==> src/hdl/med5cf_pkg.sv <==
// Shared types and constants of the four-channel median-of-5 filter.
package med5cf_pkg;

	localparam int SAMPLE_BITS = 12;
	localparam int CHANNELS    = 4;
	localparam int DEPTH       = 5;
	localparam int QCH_BITS    = 3;
	localparam int CH_IDX_BITS = $clog2(CHANNELS);

	typedef logic [SAMPLE_BITS-1:0] sample_t;
	typedef logic [CHANNELS-1:0]    flags_t;
	typedef logic [QCH_BITS-1:0]    qch_t;

	// item kinds
	localparam logic MODE_CONV  = 1'b0;
	localparam logic MODE_QUERY = 1'b1;

	// per-channel step control from the top level
	typedef struct packed {
		logic conv;   // a conversion beat is processed this cycle
		logic prime;  // first conversion since reset
	} chan_ctl_t;

endpackage

==> src/hdl/med5cf_if.sv <==
// Valid/ready channel interfaces for the input and result beats.
interface med5cf_in_if;
	logic                 valid;
	logic                 ready;
	logic                 mode;
	med5cf_pkg::sample_t  sample_v;
	med5cf_pkg::sample_t  sample_x;
	med5cf_pkg::sample_t  sample_y;
	med5cf_pkg::sample_t  sample_u;
	med5cf_pkg::qch_t     query_channel;

	modport source (output valid, mode, sample_v, sample_x, sample_y, sample_u,
		query_channel, input ready);
	modport sink (input valid, mode, sample_v, sample_x, sample_y, sample_u,
		query_channel, output ready);
endinterface

interface med5cf_out_if;
	logic                 valid;
	logic                 ready;
	med5cf_pkg::sample_t  filtered_v;
	med5cf_pkg::sample_t  filtered_x;
	med5cf_pkg::sample_t  filtered_y;
	med5cf_pkg::sample_t  filtered_u;
	med5cf_pkg::flags_t   change_flags;
	logic                 was_changed;

	modport source (output valid, filtered_v, filtered_x, filtered_y, filtered_u,
		change_flags, was_changed, input ready);
	modport sink (input valid, filtered_v, filtered_x, filtered_y, filtered_u,
		change_flags, was_changed, output ready);
endinterface

==> src/hdl/median5_filter_change_flags.sv <==
// Top level: input register, four filter channels, flag logic, result register.
//
//  channel | dir | beat contents
//  --------+-----+-------------------------------------------------------------
//  din     | in  | mode, sample_v/x/y/u, query_channel
//  dout    | out | filtered_v/x/y/u, change_flags, was_changed
//
// One beat per cycle sustained while dout is ready; a beat's result passes
// through the input register, then the median network and flag update into the
// result register. The median network per channel sits between the history
// registers and the result register.
// Reset clears the flags, the filtered values and the primed state.
// A stalled result holds; an empty input register still fills while the result waits.
module median5_filter_change_flags (
	input  logic        clk,
	input  logic        arst_n,
	med5cf_in_if.sink   din,
	med5cf_out_if.source dout
);

	// input register
	logic                  v_s1;
	logic                  mode_s1;
	med5cf_pkg::sample_t   samp_s1 [med5cf_pkg::CHANNELS];
	med5cf_pkg::qch_t      qch_s1;

	logic                  adv;
	logic                  process;
	logic                  primed_q;
	med5cf_pkg::flags_t    flags_q;
	med5cf_pkg::flags_t    flags_nx;
	med5cf_pkg::flags_t    chg;
	logic                  was_nx;
	med5cf_pkg::chan_ctl_t ctl;
	med5cf_pkg::sample_t   filt_nx [med5cf_pkg::CHANNELS];

	// result register
	logic                  res_v_q;
	med5cf_pkg::sample_t   res_filt_q [med5cf_pkg::CHANNELS];
	med5cf_pkg::flags_t    res_flags_q;
	logic                  res_was_q;

	assign adv       = !res_v_q || dout.ready;
	assign process   = v_s1 && adv;
	assign din.ready = !v_s1 || adv;

	// input stage
	always_ff @(posedge clk or negedge arst_n) begin
		if (!arst_n) begin
			v_s1 <= 1'b0;
		end else if (din.valid && din.ready) begin
			v_s1 <= 1'b1;
		end else if (adv) begin
			v_s1 <= 1'b0;
		end
	end

	always_ff @(posedge clk) begin
		if (din.valid && din.ready) begin
			mode_s1    <= din.mode;
			samp_s1[0] <= din.sample_v;
			samp_s1[1] <= din.sample_x;
			samp_s1[2] <= din.sample_y;
			samp_s1[3] <= din.sample_u;
			qch_s1     <= din.query_channel;
		end
	end

	assign ctl.conv  = process && (mode_s1 == med5cf_pkg::MODE_CONV);
	assign ctl.prime = !primed_q;

	// channels
	for (genvar c = 0; c < med5cf_pkg::CHANNELS; c++) begin : g_chan
		med5cf_chan u_chan (
			.clk     (clk),
			.arst_n  (arst_n),
			.ctl     (ctl),
			.sample  (samp_s1[c]),
			.filt_nx (filt_nx[c]),
			.changed (chg[c])
		);
	end

	// sticky flags: set on change (all set by the first conversion), read and cleared by a query of channel 0 to 3
	always_comb begin
		flags_nx = flags_q;
		was_nx   = 1'b0;
		if (ctl.conv) begin
			flags_nx = ctl.prime ? '1 : (flags_q | chg);
		end else if (process && qch_s1 < med5cf_pkg::qch_t'(med5cf_pkg::CHANNELS)) begin
			was_nx = flags_q[qch_s1[med5cf_pkg::CH_IDX_BITS-1:0]];
			flags_nx[qch_s1[med5cf_pkg::CH_IDX_BITS-1:0]] = 1'b0;
		end
	end

	always_ff @(posedge clk or negedge arst_n) begin
		if (!arst_n) begin
			flags_q  <= '0;
			primed_q <= 1'b0;
		end else begin
			flags_q <= flags_nx;
			if (ctl.conv) begin
				primed_q <= 1'b1;
			end
		end
	end

	// result stage
	always_ff @(posedge clk or negedge arst_n) begin
		if (!arst_n) begin
			res_v_q <= 1'b0;
		end else if (adv) begin
			res_v_q <= v_s1;
		end
	end

	always_ff @(posedge clk) begin
		if (process) begin
			res_filt_q  <= filt_nx;
			res_flags_q <= flags_nx;
			res_was_q   <= was_nx;
		end
	end

	assign dout.valid        = res_v_q;
	assign dout.filtered_v   = res_filt_q[0];
	assign dout.filtered_x   = res_filt_q[1];
	assign dout.filtered_y   = res_filt_q[2];
	assign dout.filtered_u   = res_filt_q[3];
	assign dout.change_flags = res_flags_q;
	assign dout.was_changed  = res_was_q;

endmodule

==> src/hdl/med5cf_median.sv <==
// Seven-step compare-exchange network giving the median of five samples.
module med5cf_median (
	input  med5cf_pkg::sample_t a,
	input  med5cf_pkg::sample_t b,
	input  med5cf_pkg::sample_t c,
	input  med5cf_pkg::sample_t d,
	input  med5cf_pkg::sample_t e,
	output med5cf_pkg::sample_t med
);

	med5cf_pkg::sample_t a1, b1, d1, e1, d2, b2, b3, c1, c2;

	// only the network outputs that reach the middle slot are built
	always_comb begin
		a1  = (a > b) ? b : a;
		b1  = (a > b) ? a : b;
		d1  = (d > e) ? e : d;
		e1  = (d > e) ? d : e;
		d2  = (a1 > d1) ? a1 : d1;
		b2  = (b1 > e1) ? e1 : b1;
		b3  = (b2 > c) ? c : b2;
		c1  = (b2 > c) ? b2 : c;
		c2  = (c1 > d2) ? d2 : c1;
		med = (b3 > c2) ? b3 : c2;
	end

endmodule

==> src/hdl/med5cf_chan.sv <==
// One channel: five-deep sample history, filtered value and change detect.
module med5cf_chan (
	input  logic                  clk,
	input  logic                  arst_n,
	input  med5cf_pkg::chan_ctl_t ctl,
	input  med5cf_pkg::sample_t   sample,
	output med5cf_pkg::sample_t   filt_nx,
	output logic                  changed
);

	med5cf_pkg::sample_t hist_q [med5cf_pkg::DEPTH];
	med5cf_pkg::sample_t filt_q;
	med5cf_pkg::sample_t med;
	logic                diff;

	// median over the window after the new sample is shifted in
	med5cf_median u_median (
		.a   (hist_q[1]),
		.b   (hist_q[2]),
		.c   (hist_q[3]),
		.d   (hist_q[4]),
		.e   (sample),
		.med (med)
	);

	assign diff = (med != filt_q);

	// value after this step, as seen by the result register
	always_comb begin
		filt_nx = filt_q;
		if (ctl.conv) begin
			filt_nx = ctl.prime ? sample : med;
		end
	end

	assign changed = ctl.conv && !ctl.prime && diff;

	// history: fill on first conversion, shift afterward
	always_ff @(posedge clk) begin
		if (ctl.conv) begin
			for (int i = 0; i < med5cf_pkg::DEPTH - 1; i++) begin
				hist_q[i] <= ctl.prime ? sample : hist_q[i+1];
			end
			hist_q[med5cf_pkg::DEPTH-1] <= sample;
		end
	end

	// filtered value
	always_ff @(posedge clk or negedge arst_n) begin
		if (!arst_n) begin
			filt_q <= '0;
		end else begin
			filt_q <= filt_nx;
		end
	end

endmodule
==> src/flat_wrapper.sv <==
// flat-port wrapper written by rule: the top's interface ports become plain ports
module median5_filter_change_flags_flat 
  (clk, arst_n, din_valid, din_mode, din_sample_v, din_sample_x, din_sample_y, din_sample_u, din_query_channel, din_ready, dout_valid, dout_filtered_v, dout_filtered_x, dout_filtered_y, dout_filtered_u, dout_change_flags, dout_was_changed, dout_ready);
  med5cf_in_if din_i ();
  med5cf_out_if dout_i ();
  input  logic clk;
  input  logic arst_n;
  input wire logic [$bits(din_i.valid)-1:0] din_valid;
  input wire logic [$bits(din_i.mode)-1:0] din_mode;
  input wire logic [$bits(din_i.sample_v)-1:0] din_sample_v;
  input wire logic [$bits(din_i.sample_x)-1:0] din_sample_x;
  input wire logic [$bits(din_i.sample_y)-1:0] din_sample_y;
  input wire logic [$bits(din_i.sample_u)-1:0] din_sample_u;
  input wire logic [$bits(din_i.query_channel)-1:0] din_query_channel;
  output wire logic [$bits(din_i.ready)-1:0] din_ready;
  output wire logic [$bits(dout_i.valid)-1:0] dout_valid;
  output wire logic [$bits(dout_i.filtered_v)-1:0] dout_filtered_v;
  output wire logic [$bits(dout_i.filtered_x)-1:0] dout_filtered_x;
  output wire logic [$bits(dout_i.filtered_y)-1:0] dout_filtered_y;
  output wire logic [$bits(dout_i.filtered_u)-1:0] dout_filtered_u;
  output wire logic [$bits(dout_i.change_flags)-1:0] dout_change_flags;
  output wire logic [$bits(dout_i.was_changed)-1:0] dout_was_changed;
  input wire logic [$bits(dout_i.ready)-1:0] dout_ready;
  assign din_i.valid = din_valid;
  assign din_i.mode = din_mode;
  assign din_i.sample_v = din_sample_v;
  assign din_i.sample_x = din_sample_x;
  assign din_i.sample_y = din_sample_y;
  assign din_i.sample_u = din_sample_u;
  assign din_i.query_channel = din_query_channel;
  assign din_ready = din_i.ready;
  assign dout_valid = dout_i.valid;
  assign dout_filtered_v = dout_i.filtered_v;
  assign dout_filtered_x = dout_i.filtered_x;
  assign dout_filtered_y = dout_i.filtered_y;
  assign dout_filtered_u = dout_i.filtered_u;
  assign dout_change_flags = dout_i.change_flags;
  assign dout_was_changed = dout_i.was_changed;
  assign dout_i.ready = dout_ready;
  median5_filter_change_flags u_core (.clk(clk), .arst_n(arst_n), .din(din_i), .dout(dout_i));
endmodule
==> config.mk <==
export PLATFORM = sky130hd
export DESIGN_NAME = median5_filter_change_flags_flat
export DESIGN_NICKNAME = d
export VERILOG_FILES = /design/src/hdl/med5cf_pkg.sv /design/src/hdl/med5cf_if.sv /design/src/hdl/median5_filter_change_flags.sv /design/src/hdl/med5cf_median.sv /design/src/hdl/med5cf_chan.sv /design/src/flat_wrapper.sv
export SDC_FILE = /design/constraint.sdc
export NUM_CORES = 1
export LEC_CHECK = 0
export BUFFER_PORTS_ARGS = -buffer_cell sky130_fd_sc_hd__buf_4
export CORE_ASPECT_RATIO = 0.6
export CORE_MARGIN = 3
export CORE_UTILIZATION = 59
export CTS_BUF_LIST = sky130_fd_sc_hd__clkbuf_8
export DETAILED_ROUTE_END_ITERATION = 7
export PLACE_DENSITY_LB_ADDON = 0.2
export SLEW_MARGIN = 30
export SYNTH_ARGS = -nofsm -noshare
export SYNTH_HDL_FRONTEND = slang
export SYNTH_SLANG_ARGS = --single-unit
export TNS_END_PERCENT = 100
==> constraint.sdc <==
create_clock -name clk -period 10.2 [get_ports clk]
set_clock_uncertainty 0.15 [all_clocks]
set_input_delay 1.02 -clock clk [delete_from_list [all_inputs] [get_ports clk]]
set_output_delay 1.02 -clock clk [all_outputs]
set_load 0.02 [all_outputs]
Yosys cells after proc, flatten, opt, wreduce, memory -nomap -nowiden
Memory sizes are Yosys's and may differ from the RTL's.
Index checks and enable logic that the tools add are counted.
{"block": "word_totals", "register_bits": 112, "ram_bits": 288, "out_inout_bits": 55, "word_cells": 154, "mem_count": 5}
{"memory": "u_core.g_chan[0].u_chan.hist_q", "depth": 5, "width": 12, "read_ports": 4, "rd_ports_with_merged_regs": 0, "wr": 5, "line_no": "med5cf_chan.sv:11", "source": "med5cf_pkg::sample_t hist_q [med5cf_pkg::DEPTH];"}
{"memory": "u_core.g_chan[1].u_chan.hist_q", "depth": 5, "width": 12, "read_ports": 4, "rd_ports_with_merged_regs": 0, "wr": 5, "line_no": "med5cf_chan.sv:11"}
{"memory": "u_core.g_chan[2].u_chan.hist_q", "depth": 5, "width": 12, "read_ports": 4, "rd_ports_with_merged_regs": 0, "wr": 5, "line_no": "med5cf_chan.sv:11"}
{"memory": "u_core.g_chan[3].u_chan.hist_q", "depth": 5, "width": 12, "read_ports": 4, "rd_ports_with_merged_regs": 0, "wr": 5, "line_no": "med5cf_chan.sv:11"}
{"memory": "u_core.samp_s1", "depth": 4, "width": 12, "read_ports": 4, "rd_ports_with_merged_regs": 0, "wr": 4, "line_no": "median5_filter_change_flags.sv:24", "source": "med5cf_pkg::sample_t samp_s1 [med5cf_pkg::CHANNELS];"}
{"block": "classes", "order_cmp": 31, "eq_ne": 4, "n_mux": 77, "bitwise_logic": 5, "n_reduce_logical": 16}
{"op": "12-bit 2-to-1 mux", "count": 64}
{"op": "12-bit > comparator", "count": 28}
{"op": "12-bit inequality test", "count": 4}
{"op": "4-bit 2-to-1 mux", "count": 3}
{"op": "1-bit logical AND", "count": 10}
{"op": "1-bit 2-to-1 mux", "count": 8}
{"op": "4-bit AND", "count": 1}
{"op": "4-bit NOT", "count": 1}
{"op": "4-bit bitwise OR", "count": 1}
{"op": "2-bit by 3-bit < comparator with 1-bit output, second input constant", "count": 1}
{"op": "3-bit < comparator, second input constant", "count": 1}
{"op": "1-bit binary-select mux with 2-bit select", "count": 1}
{"op": "1-bit demux with 2-bit select", "count": 1}
{"op": "2-bit by 1-bit >= comparator with 1-bit output, second input constant", "count": 1}
{"op": "1-bit logical NOT", "count": 2}
{"op": "1-bit logical OR", "count": 2}
{"op": "1-bit NOT", "count": 2}
{"op": "2-bit nonzero test", "count": 1}
{"op": "2-bit OR reduction", "count": 1}

Longest topological paths before layout
{"block": "depth", "word_depth": 15, "mapped_depth": 51}

By module
Synthesis repeated with hierarchy kept, for this count alone.
{"block": "hier_totals", "cells_unflattened": 2853, "area_unflattened_um2": 28593.7}
{"mod": "med5cf_chan", "instances": 4, "cells_per_inst": 206, "area_per_inst_um2": 2487.4, "seq_area_each_um2": 1741.7}
{"mod": "med5cf_median at u_core.g_chan[3].u_chan.u_median", "instances": 1, "cells_per_inst": 596, "area_per_inst_um2": 4470.5, "seq_area_each_um2": 0.0}
{"mod": "med5cf_median at u_core.g_chan[2].u_chan.u_median", "instances": 1, "cells_per_inst": 433, "area_per_inst_um2": 3654.8, "seq_area_each_um2": 0.0}
{"mod": "med5cf_median at u_core.g_chan[0].u_chan.u_median", "instances": 1, "cells_per_inst": 426, "area_per_inst_um2": 3509.6, "seq_area_each_um2": 0.0}
{"mod": "median5_filter_change_flags", "instances": 1, "cells_per_inst": 140, "area_per_inst_um2": 3508.4, "seq_area_each_um2": 3328.2}
{"mod": "med5cf_median at u_core.g_chan[1].u_chan.u_median", "instances": 1, "cells_per_inst": 434, "area_per_inst_um2": 3500.9, "seq_area_each_um2": 0.0}

Worst setup path after synthesis
OpenSTA, ideal clock, no wires.
{"block": "synth_path", "path_kind": "reg-to-reg", "from": "memory u_core.g_chan[1].u_chan.hist_q[0][49] in the netlist's numbering", "to": "register u_core.res_flags_q[1], in the netlist u_core.dout.change_flags[1] (data pin)", "arrival_time_ns": 10.398, "required_ns": 9.768, "path_slack_ns": -0.631, "stages_incl_launch_ff": 47, "n_path_buf": 6, "period_less_slack_ns": 10.831, "path_cell_list": "edfxtp_1 > ha_1 > nor2b_1 > o211ai_1 > a211o_1 > a21oi_2 > buf_2 > buf_4 > mux2i_1 > inv_1 > ha_1 > nor2b_1 > o21a_1 > o21a_1 > o21ai_0 > a21oi_1 > clkbuf_1 > mux2i_1 > [... 11 more ...] > o21ai_0 > o2111a_1 > o31a_1 > clkbuf_1 > nand2_1 > o21ai_0 > ha_1 > and3_1 > a221o_1 > o2111ai_1 > a31oi_1 > nor2_1 > mux2i_1 > o22ai_1 > a2111oi_0 > nand3_1 > and4b_1 > a41oi_1"}
{"element": "from (decl)", "line_no": "med5cf_chan.sv:11"}
{"element": "to (signal assigned)", "line_no": "median5_filter_change_flags.sv:120", "source": "res_flags_q <= flags_nx;"}
{"element": "to (decl)", "line_no": "median5_filter_change_flags.sv:40", "source": "med5cf_pkg::flags_t res_flags_q;"}

==> impl_metrics.yaml <==
yosys:
  synth_edf_count: 297
  ys_types: 75
  synth_ff_type: "edfxtp_1"
  synthesis.nets: 3287
  seq_area_frac_synth: 0.375
  syn_inst: 2895
  netlist_area_um2: 27400
  ys_async_sr_fraction: 0.156
  synth_warnings: 0
  ys_seq_elements: 352
  syn_area_per_cell_um2: 9.48
global_routing:
  grt_pass1_wl_um: 142000
  grt_pass1_vias: 24000
  grt_start_max_net_pins: 185
  grt_usage: 0.370
  overflow: 0
  grt_antenna_before_repair: 4
route:
  drc: 29
  ant_nets: 0
  drtPass1Iterations: 8
  wl_um: 99500
  vias: 26100
  viasPerCell: 6.43
  first_iter_violations: 3653
  detail_route.wl_per_cell_um: 24.5
place:
  io_buffers: 110
  dp_hpwl_um: 72600
  gp_congestion: 1.06
clock_network:
  clock_sinks: 352
  htreeDepth: 2
  clock_latency_ns: 0.66
  clockBufferDepth: 3
  cts_buffers: 54
  path_clk_slew_ns: 0.07
  cts-root-buf: "clkbuf_8"
  tritoncts: "built"
sta:
  min_period_ns: 10.36
  fin_ws_ns: -0.165
  hold_viol_final: 0
  setup_viol: 3
  finalSetupTns_ns: -0.394
  slew_viol_final: 0
  tightest_slew_ns: 1.08
  rsz0062_at_grt: "true"
  maxSlewHeadroom: 0.262
  fin_crit_sh: 1.02
  fin_hold_ws_ns: 0.244
  max_freq_mhz: 96.5
setup_path:
  ff2ff_setup_slack_ns: -0.16
  critical_path_class: "reg -> reg"
  crit_required_ns: 10.40
  cpMaxStageDelayCell: "edfxtp_1"
  crit_arrival_ns: 10.57
  end_kind: "flop"
  r2r_end: "u_core.dout.change_flags[2]"
  r2r_cells: 45
  crit_top_cell: "buf_4"
  worstPathMaxFanout: 8
  critPathLaunchType: "flop"
  worstReg2RegStart: "u_core.g_chan[2].u_chan.hist_q[0][13]"
  critPathMaxStageDelay_ns: 0.43
final_layout:
  drive_gt1_frac: 0.252
  fin_nets: 3784
  layout_common_cells: "buf_4, nand2_1, ha_1"
  post-route-util: 0.766
  area_growth_pct: 26.6
  final_common_cell: "buf_4"
flow_run:
  drv_cap: 0
floorplanning:
  die_area_um2: 49200
  fp.dieH_um: 173
  initial_core_util: 0.605
  core_um2: 45300
  placementRows: 60
  ios: 111
  die-width_um: 284
status:
  violations: "design-rule violations, negative setup slack"
  status: "finished, violations left"
power:
  power.leakage_nw: 16.3
  ir_drop_mv: 0.177
  power_w: 0.00985
  power-per-cell-area_nw_per_um2: 284
hold_path:
  min_path_type: "in -> async"
[final cells by class]
class | count | area, µm²
Antenna cell | 2 | 5.00
Clock buffer | 67 | 922
Clock inverter | 35 | 248
Fill cell | 3097 | 10600
Inverter | 299 | 1130
Multi-Input combinational cell | 2152 | 16800
Sequential cell | 352 | 10300
Tap cell | 620 | 776
Timing Repair Buffer | 533 | 4570
[state kept, by name, summed over array words and instances (netlist names)]
register                     count
u_core.g_chan.u_chan.hist_q    192
u_core.g_chan.u_chan.filt_q     48
u_core.samp_s1                  48
u_core.dout.filtered_u          12
u_core.dout.filtered_v          12
u_core.dout.filtered_x          12
u_core.dout.filtered_y          12
u_core.dout.change_flags         4
u_core.flags_q                   4
u_core.qch_s1                    3
u_core.dout.valid                1
u_core.dout.was_changed          1
u_core.mode_s1                   1
u_core.primed_q                  1
u_core.v_s1                      1
[Yosys cell counts, drive strengths merged (6+ instances only)]
library cell | n | area (µm²)
o21a | 15 | 113
a22oi | 14 | 105
mux2 | 58 | 653
nand4 | 79 | 494
o21ai | 162 | 811
nor3 | 27 | 135
nand2 | 470 | 1760
nand2b | 71 | 444
a21o | 37 | 278
nor4 | 6 | 37.5
o221ai | 9 | 78.8
a2111oi | 6 | 71.3
edfxtp | 297 | 8920
a21boi | 9 | 67.6
or3 | 9 | 56.3
ha | 336 | 4200
mux2i | 283 | 2840
a31oi | 41 | 269
a21oi | 147 | 747
o22a | 6 | 52.6
nand3 | 28 | 140
and3 | 6 | 37.5
inv | 299 | 1120
a211o | 12 | 105
xor2 | 7 | 61.3
a221oi | 19 | 179
o2111ai | 6 | 52.6
buf | 29 | 179
nor2 | 102 | 383
a222oi | 8 | 80.1
o211ai | 35 | 263
o22ai | 21 | 131
dfrtp | 55 | 1380
a211oi | 21 | 158
xnor2 | 10 | 87.6
nor2b | 31 | 194
clkbuf | 68 | 255
[layer usage]
metal	GRT usage	up-vias	wire, µm
met5	0.0192	-	166
met4	0.0835	8	2660
met3	0.133	285	15700
met2	0.495	1805	38500
met1	0.564	12400	42600
li1	-	11600	-
[cell families after synthesis]
| group | Yosys count | synth area share |
|---|---|---|
| compound gates | 604 | 0.142 |
| xor+xnor | 17 | 0.00543 |
| fa+ha+maj | 336 | 0.153 |
| buf+inv | 396 | 0.0567 |
| flops | 352 | 0.375 |
| mux | 342 | 0.128 |
| simple gates | 848 | 0.140 |
[timing repair]
action                                  in CTS  in global routing
cloned                                       1                 15
gates resized for setup                     24                249
pin swaps                                    5                 80
hold buffers                                 0                  0
endpoints found under the setup margin      39                 93
buffers inserted                             4                 95
[worst max path at each step]
stage | start | end
after floorplan | u_core.g_chan[1].u_chan.hist_q[0][49] | u_core.dout.change_flags[1]
after global placement | u_core.g_chan[3].u_chan.hist_q[0][53] | u_core.dout.change_flags[3]
after detailed placement | u_core.g_chan[3].u_chan.hist_q[0][53] | u_core.dout.change_flags[3]
after CTS | u_core.g_chan[3].u_chan.hist_q[0][53] | u_core.dout.change_flags[3]
after global routing | u_core.g_chan[3].u_chan.hist_q[0][31] | u_core.dout.change_flags[3]
final | u_core.g_chan[2].u_chan.hist_q[0][13] | u_core.dout.change_flags[2]
[through the flow]
stage | std cells | setup slack (ns) | area [µm²]
after global placement | 3843 | -0.328 | 31200
after global routing | 4060 | -0.405 | 34700
after detailed placement | 3843 | -0.459 | 31200
final | 4060 | -0.165 | 34700
after floorplan | 2895 | -0.104 | 27500
after CTS | 3950 | -0.0275 | 32500
[power by group]
part	internal [W]	leakage, nW	total [W]	switching [W]
clock network	0.000675	0.657	0.00133	0.000650
registers	0.00182	3.39	0.00205	0.000225
logic	0.00293	12.2	0.00648	0.00355
total	0.00542	16.3	0.00985	0.00443
[critical path, delay by kind of cell (launching register included)]
kind | cells | cell delay, ns
DFF | 1 | 0.43
muxes | 2 | 0.58
adders and majority gates | 5 | 1.37
and+or+nand+nor | 10 | 1.88
buffers and inverters | 12 | 2.05
AOI/OAI and AO/OA | 16 | 3.53
(Power assumes the default switching activity.)
